[src/design/lws_pkg.sv]
// Shared types and constants for the latency window stabilizer.
`default_nettype none

package lws_pkg;

  localparam int unsigned PHASE_W   = 4;
  localparam int unsigned SAMPLE_W  = 16;
  localparam int unsigned DEV_W     = 16;
  localparam int unsigned STABLE_W  = 18;
  localparam int unsigned COUNT_W   = 5;
  localparam int unsigned SQ_W      = 32;
  localparam int unsigned IN_DATA_W = 24;
  localparam int unsigned OUT_DATA_W = 56;
  localparam int unsigned OUT_USER_W = 2;

  typedef enum logic [3:0] {
    S_IDLE,
    S_RMW,
    S_DSTART,
    S_DWAIT,
    S_CHK,
    S_WALK,
    S_QSTART,
    S_QWAIT,
    S_FIN,
    S_EMIT
  } lws_state_e;

endpackage

`default_nettype wire

[src/design/lws_ram.sv]
// Generic single-write, single-read RAM with registered read data.
`default_nettype none

module lws_ram #(
  parameter int unsigned WIDTH = 16,
  parameter int unsigned DEPTH = 16
) (
  input  wire logic                     clk_i,
  input  wire logic                     we_i,
  input  wire logic [$clog2(DEPTH)-1:0] waddr_i,
  input  wire logic [WIDTH-1:0]         wdata_i,
  input  wire logic                     re_i,
  input  wire logic [$clog2(DEPTH)-1:0] raddr_i,
  output logic      [WIDTH-1:0]         rdata_o
);

  logic [WIDTH-1:0] mem_q [DEPTH];

  always_ff @(posedge clk_i) begin
    if (we_i) begin
      mem_q[waddr_i] <= wdata_i;
    end
    if (re_i) begin
      rdata_o <= mem_q[raddr_i];
    end
  end

endmodule

`default_nettype wire

[src/design/lws_div.sv]
// Restoring divider, one quotient bit per cycle.
`default_nettype none

module lws_div #(
  parameter int unsigned NUM_W = 21,
  parameter int unsigned DEN_W = 5
) (
  input  wire logic             clk_i,
  input  wire logic             rst_ni,
  input  wire logic             start_i,
  input  wire logic [NUM_W-1:0] num_i,
  input  wire logic [DEN_W-1:0] den_i,
  output logic                  done_o,
  output logic      [NUM_W-1:0] quot_o
);

  localparam int unsigned STEP_W = $clog2(NUM_W + 1);

  logic              busy_q;
  logic              done_q;
  logic [STEP_W-1:0] step_q;
  logic [NUM_W-1:0]  num_q;
  logic [DEN_W-1:0]  rem_q;
  logic [DEN_W:0]    trial;
  logic              fits;

  assign trial = {rem_q, num_q[NUM_W-1]};
  assign fits  = (trial >= {1'b0, den_i});

  always_ff @(posedge clk_i or negedge rst_ni) begin
    if (!rst_ni) begin
      busy_q <= 1'b0;
      done_q <= 1'b0;
      step_q <= '0;
    end else begin
      done_q <= 1'b0;
      if (start_i) begin
        busy_q <= 1'b1;
        step_q <= STEP_W'(NUM_W);
      end else if (busy_q) begin
        step_q <= step_q - 1'b1;
        if (step_q == STEP_W'(1)) begin
          busy_q <= 1'b0;
          done_q <= 1'b1;
        end
      end
    end
  end

  // quotient bits shift in where the dividend bits shift out
  always_ff @(posedge clk_i) begin
    if (start_i) begin
      num_q <= num_i;
      rem_q <= '0;
    end else if (busy_q) begin
      num_q <= {num_q[NUM_W-2:0], fits};
      rem_q <= fits ? DEN_W'(trial - {1'b0, den_i}) : trial[DEN_W-1:0];
    end
  end

  assign done_o = done_q;
  assign quot_o = num_q;

endmodule

`default_nettype wire

[src/design/lws_sqrt.sv]
// Ceiling of sqrt(ssq / cnt): smallest d with d*d*cnt >= ssq, one root bit at a time (square, multiply, compare).
`default_nettype none

module lws_sqrt
  import lws_pkg::*;
#(
  parameter int unsigned CNT_W = 5,
  parameter int unsigned SSQ_W = 37
) (
  input  wire logic             clk_i,
  input  wire logic             rst_ni,
  input  wire logic             start_i,
  input  wire logic [SSQ_W-1:0] ssq_i,
  input  wire logic [CNT_W-1:0] cnt_i,
  output logic                  done_o,
  output logic      [DEV_W-1:0] dev_o
);

  localparam int unsigned BIT_W = $clog2(DEV_W);

  logic             busy_q;
  logic             done_q;
  logic [1:0]       sub_q;
  logic [BIT_W-1:0] bit_q;
  logic [DEV_W-1:0] root_q;
  logic [SQ_W-1:0]  sq_q;
  logic [SSQ_W-1:0] prod_q;
  logic [DEV_W-1:0] cand;

  assign cand = root_q | (DEV_W'(1) << bit_q);

  always_ff @(posedge clk_i or negedge rst_ni) begin
    if (!rst_ni) begin
      busy_q <= 1'b0;
      done_q <= 1'b0;
      sub_q  <= '0;
      bit_q  <= '0;
    end else begin
      done_q <= 1'b0;
      if (start_i) begin
        busy_q <= 1'b1;
        sub_q  <= '0;
        bit_q  <= BIT_W'(DEV_W - 1);
      end else if (busy_q) begin
        if (sub_q == 2'd2) begin
          sub_q <= '0;
          bit_q <= bit_q - 1'b1;
          if (bit_q == '0) begin
            busy_q <= 1'b0;
            done_q <= 1'b1;
          end
        end else begin
          sub_q <= sub_q + 1'b1;
        end
      end
    end
  end

  // greedy search for the largest root with root*root*cnt < ssq
  always_ff @(posedge clk_i) begin
    if (start_i) begin
      root_q <= '0;
    end else if (busy_q) begin
      case (sub_q)
        2'd0:    sq_q   <= cand * cand;
        2'd1:    prod_q <= SSQ_W'(sq_q) * SSQ_W'(cnt_i);
        default: if (prod_q < ssq_i) root_q <= cand;
      endcase
    end
  end

  assign done_o = done_q;
  assign dev_o  = (ssq_i == '0) ? '0 :
                  (&root_q)     ? root_q : root_q + 1'b1;

endmodule

`default_nettype wire

[src/design/latency_window_stabilizer.sv]
// Top level: sample ring, running count and sum, mean/deviation sequencer, output register.
//
// Usage: one item on the s_axis channel per tick. tdata carries the tick phase and
// the latest latency; only a tick with phase zero pushes the latency into the
// ring window (a zero latency empties that slot). One result item per input item
// leaves on m_axis: tuser carries the sampled and updated flags, tdata the count
// of filled slots and the held mean, deviation and stable latency.
// Throughput: one item at a time; the next item is taken in the cycle after the result
// is loaded. A tick with nonzero phase goes straight to the output register. A sampled
// tick runs the ring read-modify-write and, unless the window is then empty, the divider;
// when the mean is recomputed it also runs the deviation pass and the root search:
// the divider gives one bit a cycle, the deviation pass reads one ring entry a
// cycle through the RAM port, and the root search squares, multiplies and compares
// for each bit on its multiplier.
// Reset empties the window through one valid bit per slot and clears all held
// values; no clearing pass. A stalled receiver holds the result in the output
// register; the block still takes and works on one more item, then holds its
// result and takes no further item until the output register frees up.
`default_nettype none

module latency_window_stabilizer
  import lws_pkg::*;
#(
  parameter int unsigned WINDOW_DEPTH = 16
) (
  input  wire logic                  clk_i,
  input  wire logic                  rst_ni,
  input  wire logic                  s_axis_tvalid,
  output logic                       s_axis_tready,
  // [3:0] tick_phase, [19:4] latency_sample_ms
  input  wire logic [IN_DATA_W-1:0]  s_axis_tdata,
  output logic                       m_axis_tvalid,
  input  wire logic                  m_axis_tready,
  // [4:0] valid_count, [20:5] mean_ms, [36:21] std_dev_ms, [54:37] stable_ms
  output logic      [OUT_DATA_W-1:0] m_axis_tdata,
  // [0] sampled, [1] updated
  output logic      [OUT_USER_W-1:0] m_axis_tuser
);

  localparam int unsigned SLOT_W = $clog2(WINDOW_DEPTH);
  localparam int unsigned CNT_W  = $clog2(WINDOW_DEPTH + 1);
  localparam int unsigned SUM_W  = SAMPLE_W + CNT_W;
  localparam int unsigned SSQ_W  = SQ_W + CNT_W;
  localparam int unsigned WALK_W = $clog2(WINDOW_DEPTH + 3);

  lws_state_e state_q, state_d;

  logic [SLOT_W-1:0]       slot_q;
  logic [WINDOW_DEPTH-1:0] vld_q;
  logic [CNT_W-1:0]        cnt_q;
  logic [SUM_W-1:0]        sum_q;
  logic [SAMPLE_W-1:0]     sample_q;
  logic                    sampled_q;
  logic                    updated_q;
  logic [SAMPLE_W-1:0]     held_mean_q;
  logic [DEV_W-1:0]        held_dev_q;
  logic [STABLE_W-1:0]     held_stable_q;
  logic [WALK_W-1:0]       walk_q;
  logic                    vld_rd_q;
  logic                    rd_pend_q;
  logic signed [SAMPLE_W:0] diff_q;
  logic [SQ_W-1:0]         sq_q;
  logic [SSQ_W-1:0]        ssq_q;
  logic                    out_vld_q;
  logic [OUT_DATA_W-1:0]   out_data_q;
  logic [OUT_USER_W-1:0]   out_user_q;

  // control from the sequencer
  logic              accept;
  logic              ram_re;
  logic [SLOT_W-1:0] ram_raddr;
  logic              ram_we;
  logic              div_start;
  logic              sqrt_start;
  logic              walk_rd;
  logic              emit_load;

  logic [SAMPLE_W-1:0]      ram_rdata;
  logic                     div_done;
  logic [SUM_W-1:0]         quot;
  logic                     sqrt_done;
  logic [DEV_W-1:0]         dev;
  logic [SAMPLE_W-1:0]      old_val;
  logic [SAMPLE_W-1:0]      mean_new;
  logic signed [SAMPLE_W:0] mdiff;
  logic [SAMPLE_W-1:0]      adiff;
  logic                     take_mean;
  logic signed [2*SAMPLE_W+1:0] sq_full;
  logic [COUNT_W-1:0]       count_sat;

  lws_ram #(
    .WIDTH(SAMPLE_W),
    .DEPTH(WINDOW_DEPTH)
  ) u_ring (
    .clk_i  (clk_i),
    .we_i   (ram_we),
    .waddr_i(slot_q),
    .wdata_i(sample_q),
    .re_i   (ram_re),
    .raddr_i(ram_raddr),
    .rdata_o(ram_rdata)
  );

  lws_div #(
    .NUM_W(SUM_W),
    .DEN_W(CNT_W)
  ) u_div (
    .clk_i  (clk_i),
    .rst_ni (rst_ni),
    .start_i(div_start),
    .num_i  (sum_q + SUM_W'(cnt_q) - SUM_W'(1)),
    .den_i  (cnt_q),
    .done_o (div_done),
    .quot_o (quot)
  );

  lws_sqrt #(
    .CNT_W(CNT_W),
    .SSQ_W(SSQ_W)
  ) u_sqrt (
    .clk_i  (clk_i),
    .rst_ni (rst_ni),
    .start_i(sqrt_start),
    .ssq_i  (ssq_q),
    .cnt_i  (cnt_q),
    .done_o (sqrt_done),
    .dev_o  (dev)
  );

  assign old_val   = vld_rd_q ? ram_rdata : '0;
  assign mean_new  = quot[SAMPLE_W-1:0];
  assign mdiff     = $signed({1'b0, mean_new}) - $signed({1'b0, held_mean_q});
  assign adiff     = mdiff[SAMPLE_W] ? SAMPLE_W'(-mdiff) : mdiff[SAMPLE_W-1:0];
  assign take_mean = (adiff > held_dev_q) || (cnt_q < CNT_W'(WINDOW_DEPTH));
  assign sq_full   = diff_q * diff_q;
  assign count_sat = (cnt_q > CNT_W'(2**COUNT_W - 1)) ? '1 : COUNT_W'(cnt_q);

  // next state
  always_comb begin
    state_d = state_q;
    unique case (state_q)
      S_IDLE:   if (s_axis_tvalid) begin
                  state_d = (s_axis_tdata[PHASE_W-1:0] == '0) ? S_RMW : S_EMIT;
                end
      S_RMW:    state_d = S_DSTART;
      S_DSTART: state_d = (cnt_q == '0) ? S_EMIT : S_DWAIT;
      S_DWAIT:  if (div_done) state_d = S_CHK;
      S_CHK:    state_d = take_mean ? S_WALK : S_EMIT;
      S_WALK:   if (walk_q == WALK_W'(WINDOW_DEPTH + 2)) state_d = S_QSTART;
      S_QSTART: state_d = S_QWAIT;
      S_QWAIT:  if (sqrt_done) state_d = S_FIN;
      S_FIN:    state_d = S_EMIT;
      S_EMIT:   if (!out_vld_q || m_axis_tready) state_d = S_IDLE;
      default:  state_d = S_IDLE;
    endcase
  end

  // sequencer outputs
  always_comb begin
    s_axis_tready = 1'b0;
    walk_rd       = 1'b0;
    ram_we        = 1'b0;
    div_start     = 1'b0;
    sqrt_start    = 1'b0;
    emit_load     = 1'b0;
    ram_raddr     = slot_q;
    unique case (state_q)
      S_IDLE:   s_axis_tready = 1'b1;
      S_RMW:    ram_we = 1'b1;
      S_DSTART: div_start = (cnt_q != '0);
      S_WALK:   begin
                  walk_rd   = (walk_q < WALK_W'(WINDOW_DEPTH));
                  ram_raddr = walk_q[SLOT_W-1:0];
                end
      S_QSTART: sqrt_start = 1'b1;
      S_EMIT:   emit_load = !out_vld_q || m_axis_tready;
      default:  ;
    endcase
  end

  assign accept = s_axis_tvalid && s_axis_tready;
  assign ram_re = accept || walk_rd;

  always_ff @(posedge clk_i or negedge rst_ni) begin
    if (!rst_ni) begin
      state_q       <= S_IDLE;
      slot_q        <= '0;
      vld_q         <= '0;
      cnt_q         <= '0;
      sum_q         <= '0;
      held_mean_q   <= '0;
      held_dev_q    <= '0;
      held_stable_q <= '0;
      sampled_q     <= 1'b0;
      updated_q     <= 1'b0;
      walk_q        <= '0;
      rd_pend_q     <= 1'b0;
      out_vld_q     <= 1'b0;
    end else begin
      state_q   <= state_d;
      rd_pend_q <= walk_rd;
      if (accept) begin
        sampled_q <= (s_axis_tdata[PHASE_W-1:0] == '0);
        updated_q <= 1'b0;
      end
      // replace the oldest slot, keeping count and sum in step
      if (ram_we) begin
        vld_q[slot_q] <= 1'b1;
        cnt_q <= cnt_q + CNT_W'(sample_q != '0) - CNT_W'(old_val != '0);
        sum_q <= sum_q + SUM_W'(sample_q) - SUM_W'(old_val);
        slot_q <= (slot_q == SLOT_W'(WINDOW_DEPTH - 1)) ? '0 : slot_q + 1'b1;
      end
      if (state_q == S_CHK) begin
        walk_q <= '0;
        if (take_mean) held_mean_q <= mean_new;
      end else if (state_q == S_WALK) begin
        walk_q <= walk_q + 1'b1;
      end
      if (state_q == S_FIN) begin
        held_dev_q    <= dev;
        held_stable_q <= STABLE_W'(held_mean_q) + STABLE_W'({dev, 1'b0});
        updated_q     <= 1'b1;
      end
      if (emit_load) begin
        out_vld_q <= 1'b1;
      end else if (m_axis_tready) begin
        out_vld_q <= 1'b0;
      end
    end
  end

  // payload and deviation pipeline: read, difference, square, accumulate
  always_ff @(posedge clk_i) begin
    if (accept) begin
      sample_q <= s_axis_tdata[PHASE_W +: SAMPLE_W];
    end
    if (ram_re) begin
      vld_rd_q <= vld_q[ram_raddr];
    end
    diff_q <= (rd_pend_q && vld_rd_q && (ram_rdata != '0)) ?
              $signed({1'b0, ram_rdata}) - $signed({1'b0, held_mean_q}) : '0;
    sq_q   <= sq_full[SQ_W-1:0];
    if (state_q == S_CHK) begin
      ssq_q <= '0;
    end else if (state_q == S_WALK) begin
      ssq_q <= ssq_q + SSQ_W'(sq_q);
    end
    if (emit_load) begin
      out_data_q <= {1'b0, held_stable_q, held_dev_q, held_mean_q, count_sat};
      out_user_q <= {updated_q, sampled_q};
    end
  end

  assign m_axis_tvalid = out_vld_q;
  assign m_axis_tdata  = out_data_q;
  assign m_axis_tuser  = out_user_q;

  a_cnt_bound: assert property (@(posedge clk_i) disable iff (!rst_ni)
    cnt_q <= CNT_W'(WINDOW_DEPTH))
    else $error("filled-slot count exceeds window depth");

  a_cnt_sum: assert property (@(posedge clk_i) disable iff (!rst_ni)
    (cnt_q == '0) == (sum_q == '0))
    else $error("running count and sum disagree on an empty window");

  a_stable: assert property (@(posedge clk_i) disable iff (!rst_ni)
    state_q == S_IDLE |->
      held_stable_q == STABLE_W'(held_mean_q) + STABLE_W'({held_dev_q, 1'b0}))
    else $error("held stable latency out of step with mean and deviation");

  a_upd_smp: assert property (@(posedge clk_i) disable iff (!rst_ni)
    out_vld_q && out_user_q[1] |-> out_user_q[0])
    else $error("update reported on a tick that took no sample");

endmodule

`default_nettype wire
[config.mk]
export PLATFORM = sky130hd
export DESIGN_NAME = latency_window_stabilizer
export DESIGN_NICKNAME = d
export VERILOG_FILES = /design/src/design/lws_pkg.sv /design/src/design/lws_ram.sv /design/src/design/lws_div.sv /design/src/design/lws_sqrt.sv /design/src/design/latency_window_stabilizer.sv
export SDC_FILE = /design/constraint.sdc
export NUM_CORES = 2
export LEC_CHECK = 0
export ABC_AREA = 1
export BUFFER_PORTS_ARGS = -buffer_cell sky130_fd_sc_hd__clkbuf_2
export CORE_MARGIN = 10
export CORE_UTILIZATION = 65
export DETAILED_ROUTE_END_ITERATION = 8
export GPL_TIMING_DRIVEN = 0
export PLACE_DENSITY = 0.82
export SLEW_MARGIN = 20
export SYNTH_ARGS = -nofsm -noshare
export SYNTH_HDL_FRONTEND = slang
export SYNTH_SLANG_ARGS = --single-unit
[constraint.sdc]
create_clock -name clk_i -period 7.35 [get_ports clk_i]
set_clock_uncertainty 0.15 [all_clocks]
set_input_delay 1.47 -clock clk_i [delete_from_list [all_inputs] [get_ports clk_i]]
set_output_delay 1.47 -clock clk_i [all_outputs]
set_load 0.05 [all_outputs]
# Word-level counts from Yosys, hierarchy flattened

Memory sizes are Yosys's and may differ from the RTL's. A register that Yosys moved wholly into a read port is not among the register bits.
Cells that the tools add are included.

Register bits: 395
Input port bits: 28
Output and inout port bits: 60
Memories: 1
Bits in writable memories: 256
Logic and storage cells: 178

Eq/ne operators: 19
Mux-type cells: 58
Reduce and logical (&&, ||, !) cells: 32
$mul: 3
$lt $le $gt $ge: 9
Shifts and indexed selects: 1
Bitwise logic cells: 4
$add $sub $neg: 18

Memory list:

| memory       | words | width | rd ports | clocked after memory_dff | wr ports | RTL line      | RTL |
|---|---|---|---|---|---|---|---|
| u_ring.mem_q | 16    | 16    | 1        | 1                        | 1        | lws_ram.sv:17 | `logic [WIDTH-1:0] mem_q [DEPTH];` |

Operators by type and width:

| kind                    | count |
|---|---|
| $mux W16                | 4 |
| $mux W4                 | 13 |
| $reduce_bool A16 Y1     | 3 |
| $mux W21                | 2 |
| $pmux W4 S10            | 1 |
| $add A37 B32 Y37        | 1 |
| $logic_not A37 Y1       | 1 |
| $lt A37 B37 Y1          | 1 |
| $mul A32 B5 Y37         | 1 |
| $sub A16 B16 Y17        | 2 |
| $mul A16 B16 Y32        | 1 |
| $mul A17 B17 Y32        | 1 |
| $or A16 B16 Y16         | 2 |
| $mux W1                 | 28 |
| $mux W5                 | 5 |
| $add A21 B16 Y21        | 1 |
| $add A21 B5 Y21         | 1 |
| $sub A21 B1 Y21 const B | 1 |
| $sub A21 B16 Y21        | 1 |
| $add A16 B17 Y18        | 1 |
| $add A16 B1 Y16 const B | 1 |
| $eq A4 B3 Y1 const B    | 4 |
| $gt A16 B16 Y1          | 1 |
| $neg A16 Y16            | 1 |
| 40 further kinds        | 66 |

# Depth between registers and ports, before layout

Word-level depth: 7
Depth in mapped cells: 32
Depth with buffers taken out: 32

# Hierarchy

A second synthesis with hierarchy kept.

Cells, all modules: 7,050
Area, all modules: 58,295.9 µm²

Modules (own cells, without submodules):

| module                    | cells each | instances | seq. area each (µm²) | area an instance (µm²) |
|---|---|---|---|---|
| latency_window_stabilizer | 3,471      | 1         | 6,651.4              | 27,428.8 |
| lws_sqrt                  | 2,307      | 1         | 2,562.5              | 17,620.6 |
| lws_ram                   | 1,074      | 1         | 8,167.8              | 11,541.1 |
| lws_div                   | 198        | 1         | 905.9                | 1,705.4 |

# Least setup slack after synthesis

Ideal clock, no wire load.

Path type: reg2reg
Start point: register u_sqrt.bit_q[1]
End point: register u_sqrt.sq_q[27] (data pin)
Clock period less this slack: 6,569 ps
Library setup time: 258 ps
Arrival time: 6,161 ps
Stages on the path, launching flop included: 29
Buffers on the path: 1
Data required time: 6,942 ps
Setup slack: 781 ps
Path through: dfrtp_1 inv_1 ha_1 nand2_1 o21ai_1 clkbuf_1 nand2_1 fa_1 inv_1 fa_1 fa_1 fa_1 fa_1 inv_1 fa_1 inv_1 ha_1 nand2_1 nor2_1 inv_1 nor2_1 nand4_1 nand3_1 a21o_1 nand2_1 inv_1 nor2_1 nand2_1 nand2_1

Longest elaborated chain between the ends: 3

Ends and longest elaborated chain:

| element                | RTL line       | RTL |
|---|---|---|
| start, declared        | lws_sqrt.sv:24 | `logic [BIT_W-1:0] bit_q;` |
| start signal, assigned | lws_sqrt.sv:43 | `bit_q <= BIT_W'(DEV_W - 1);` |
| start signal, assigned | lws_sqrt.sv:47 | `bit_q <= bit_q - 1'b1;` |
| $shl A1 B4 Y16         | lws_sqrt.sv:30 | `assign cand = root_q \| (DEV_W'(1) << bit_q);` |
| $or A16 B16 Y16        | lws_sqrt.sv:30 |  |
| net u_sqrt.cand[13]    | lws_sqrt.sv:28 | `logic [DEV_W-1:0] cand;` |
| $mul A16 B16 Y32       | lws_sqrt.sv:65 | `2'd0: sq_q <= cand * cand;` |
| end signal, assigned   | lws_sqrt.sv:65 |  |
| end, declared          | lws_sqrt.sv:26 | `logic [SQ_W-1:0] sq_q;` |

The timed path passes the listed nets, and every way through them passes these cells.
A chain may end at the register's enable or synchronous reset.

# Worst setup path after layout

Start point: register diff_q[6]
End point: register sq_q[31]

Longest elaborated chain between the ends: 1

Ends and longest elaborated chain:

| element                | RTL line                         | RTL |
|---|---|---|
| start, declared        | latency_window_stabilizer.sv:61  | `logic signed [SAMPLE_W:0] diff_q;` |
| start signal, assigned | latency_window_stabilizer.sv:240 | `diff_q <= (rd_pend_q && vld_rd_q && (ram_rdata != '0)) ?` |
| $mul A17 B17 Y32       | latency_window_stabilizer.sv:135 | `assign sq_full = diff_q * diff_q;` |
| net sq_full[31]        | latency_window_stabilizer.sv:88  | `logic signed [2*SAMPLE_W+1:0] sq_full;` |
| end signal, assigned   | latency_window_stabilizer.sv:242 | `sq_q <= sq_full[SQ_W-1:0];` |
| end, declared          | latency_window_stabilizer.sv:62  | `logic [SQ_W-1:0] sq_q;` |

The timed path passes the listed nets, and every way through them passes these cells.

==> flow_summary.toml <==
[flow_run]
drv.max_cap_violation_count = 0

[critical_path]
timing.setup.critical_path_class = "flop to flop"
start_kind = "flop"
cp-end-kind = "flop"
critical_path_peak_fanout = 10
crit_required_ps = 7730
cp_data_arrival_time_ps = 7630

[placement]
post-dp-hpwl_um = 125000
port_buffers = 82
post_dp_cell_area_um2 = 58240
gp_congestion = 0.9986

[power]
power.total_uw = 25620
irDropWorstVdd_mv = 0.4314
static-leakage-power_uw = 0.03038
power_density_nw_per_um2 = 418.2

[detailed_routing]
routed_wire_length_per_instance_um = 20.10
route.antenna.remaining_nets = 0
via_count = 46295
drt_wl_total_um = 159400
drt_pre_antenna_iters = 9
vias_per_cell = 5.839
number_of_drc_violations_after_detailed_routing_iteration_0 = 5325
drcViolationCount = 0

[floorplanning]
die_h_um = 313.5
starting_density_of_the_core_pct = 65.66
core.rowCount = 107
die_w_um = 313.5
fp.coreArea_um2 = 85280
die_outline_area_um2 = 98280
ios = 88

[clock_tree]
cts_max_level = 3
clk_lat_worst_skew_ps = 680
cts-hold-fix-buffers = 0
cts_made_buffers = 73
tritoncts_num_sinks = 665
root_buffer = "sky130_fd_sc_hd__clkbuf_16"
clock_tree_from_tritoncts = "built"
number_of_buffers_on_the_longest_clock_path = 3
clock_pin_slew_on_the_worst_setup_and_hold_paths_ps = 60

[sta]
setup_viol = 0
worstMarginPinSlew_ps = 1082
achievable-frequency_mhz = 138.0
hold_violations = 0
finalMaxSlewViolations = 0
layout_min_cycle_time_ps = 7246
min_period_over_period_pct = 98.58
rsz0062_at_grt = "true"
slew_headroom_pct = 27.67

[synth]
synth_warnings = 0
synth_flop_cell = "sky130_fd_sc_hd__edfxtp_1"
postSynthAreaPerCell_um2 = 8.611
seq_area_frac_synth_pct = 32.66
synth_cells = 6502
post_synth_instance_area_um2 = 55990
synth-edff-count = 435
synth_async_sr_flop_share_pct = 18.65
synthDistinctLibCells = 61
synth-seq-cells = 665

[final_layout]
final_common_cell = "sky130_fd_sc_hd__inv_1"
finish.net_count = 7700
area.growth.synth_to_final_pct = 9.385
layout.cell_area.non_filler_um2 = 61250
mostFrequentLayoutCells = "sky130_fd_sc_hd__inv_1 (1373), sky130_fd_sc_hd__nand2_1 (1241), sky130_fd_sc_hd__nor2_1 (538)"
post_route_cells_drive_above_1_share_pct = 5.826

[global_route]
pin_count_of_the_biggest_net_entering_global_routing = 80
grt_pass1_wl_um = 248800
global_route.usage.total_pct = 32.02
number_of_antenna_violations_at_the_first_check_in_global_routing = 6
via_count_of_the_first_global_routing_pass = 46022
global_route.overflow_total = 0

[min_path]
hold_path.class = "flop to flop"

[outcome]
outcome = "finished, final reports clean"
-- critical path, cell delays in order (launching register included) --
cell	delay (ps)
sky130_fd_sc_hd__dfxtp_1	310
sky130_fd_sc_hd__clkbuf_1	500
sky130_fd_sc_hd__clkbuf_1	700
sky130_fd_sc_hd__nand2_1	100
sky130_fd_sc_hd__inv_1	150
sky130_fd_sc_hd__fa_1	490
sky130_fd_sc_hd__fa_1	780
sky130_fd_sc_hd__inv_1	250
sky130_fd_sc_hd__fa_1	500
sky130_fd_sc_hd__fa_1	560
sky130_fd_sc_hd__fa_1	450
sky130_fd_sc_hd__fa_1	500
sky130_fd_sc_hd__inv_1	50
sky130_fd_sc_hd__ha_1	360
sky130_fd_sc_hd__a21oi_1	280
sky130_fd_sc_hd__o21ai_0	120
sky130_fd_sc_hd__nand2_1	80
sky130_fd_sc_hd__nand3b_1	100
sky130_fd_sc_hd__o21bai_1	170
sky130_fd_sc_hd__a31oi_1	320
sky130_fd_sc_hd__nand3b_1	170
sky130_fd_sc_hd__nand2_1	50
-- registers in the layout, summed over array words and instances, names as in the netlist, 16 cells and up --
register        cells
u_ring.mem_q      256
m_axis_tdata       55
ssq_q              37
u_sqrt.prod_q      37
sq_q               31
u_sqrt.sq_q        31
sum_q              21
u_div.quot_o       21
held_stable_q      18
diff_q             17
held_dev_q         16
held_mean_q        16
sample_q           16
u_ring.rdata_o     16
u_sqrt.root_q      16
vld_q              16
-- what timing repair did --
| action | 4_1_cts | 5_1_grt |
|---|---|---|
| gates resized for setup | 36 | 67 |
| pin swaps | 1 | 13 |
| buffers inserted | 1 | 37 |
| endpoints found under the hold margin | 0 | 0 |
| endpoints found under the setup margin | 17 | 16 |
-- synthesized netlist by cell type (18+ instances only) --
| cell type | count | share of area (%) |
|---|---|---|
| sky130_fd_sc_hd__a21o_1 | 23 | 0.31 |
| sky130_fd_sc_hd__a21oi_1 | 284 | 2.5 |
| sky130_fd_sc_hd__a31oi_1 | 36 | 0.40 |
| sky130_fd_sc_hd__buf_2 | 18 | 0.16 |
| sky130_fd_sc_hd__clkbuf_1 | 132 | 0.88 |
| sky130_fd_sc_hd__dfrtp_1 | 124 | 5.5 |
| sky130_fd_sc_hd__dfxtp_1 | 106 | 3.8 |
| sky130_fd_sc_hd__edfxtp_1 | 435 | 23 |
| sky130_fd_sc_hd__fa_1 | 529 | 19 |
| sky130_fd_sc_hd__ha_1 | 423 | 9.5 |
| sky130_fd_sc_hd__inv_1 | 1375 | 9.2 |
| sky130_fd_sc_hd__nand2_1 | 1241 | 8.3 |
| sky130_fd_sc_hd__nand3_1 | 189 | 1.7 |
| sky130_fd_sc_hd__nand4_1 | 68 | 0.76 |
| sky130_fd_sc_hd__nor2_1 | 560 | 3.8 |
| sky130_fd_sc_hd__nor3_1 | 41 | 0.37 |
| sky130_fd_sc_hd__nor4_1 | 29 | 0.32 |
| sky130_fd_sc_hd__o211ai_1 | 85 | 1.1 |
| sky130_fd_sc_hd__o21ai_0 | 398 | 3.6 |
| sky130_fd_sc_hd__o21ai_1 | 46 | 0.41 |
| sky130_fd_sc_hd__o21bai_1 | 35 | 0.47 |
| sky130_fd_sc_hd__or2_2 | 29 | 0.32 |
| sky130_fd_sc_hd__xnor2_1 | 53 | 0.83 |
| sky130_fd_sc_hd__xor2_1 | 110 | 1.7 |
-- cell families after synthesis --
family	Yosys count	synth area share, %
multiplexers	1	0.02011
AND/OR/NAND/NOR	2183	15.89
buffers and inverters	1552	10.58
flip-flops	665	32.66
XOR/XNOR	163	2.550
adder cells (fa/ha/maj)	952	28.37
AO/OA/AOI/OAI	984	9.920
other	2	0.01341
-- worst paths after layout --
path,cells past startpoint,endpoint,start,slack (ps)
max in group asynchronous,2,vld_q[0],rst_ni,5660
setup / recovery,21,sq_q[31],diff_q[6],100
min in group asynchronous,1,held_stable_q[7],rst_ni,640
hold / removal,0,sq_q[0],diff_q[0],270
hold reg to reg,0,sq_q[0],diff_q[0],270
setup reg to reg,21,sq_q[31],diff_q[6],100
-- per-layer routing --
layer	wire length, um	GRT usage, %	up-vias
li1	-	-	21098
met1	63820	44.35	22108
met2	71170	49.66	2676
met3	18670	6.792	409
met4	5710	11.50	4
met5	28	0	-
-- area by class of cell --
class,count,area (um2)
antenna,5,12.51
buffer,166,788.3
clock buffer,90,1911
clock inverter,45,511.7
fill,6247,24030
inverter,1386,5207
multi-input combinational,4286,32060
sequential,665,18290
tap,1144,1431
timing repair buffer,142,1032
-- where the power goes --
part / internal (uW) / total, uW / leakage (uW) / switching, uW
combinational: 5190 / 15600 / 0.0228 / 10400
sequential: 5320 / 6280 / 0.00642 / 954
clock: 2080 / 3710 / 0.00119 / 1640
-- metrics by stage --
stage               std cells  setup TNS [ps]  hold slack, ps  setup WS, ps  util [%]
floorplan                6503               0           179.0         781.0         -
global placement         7729           -4903           257.2        -539.5     67.82
detailed placement       7751           -5310           253.5        -564.3     68.29
CTS                      7887               0           262.0         4.296     71.29
global route             7924          -98.96           274.6        -98.96     71.80
finish                   7929               0           269.6         104.3     71.82
(Power assumes the default switching activity.)
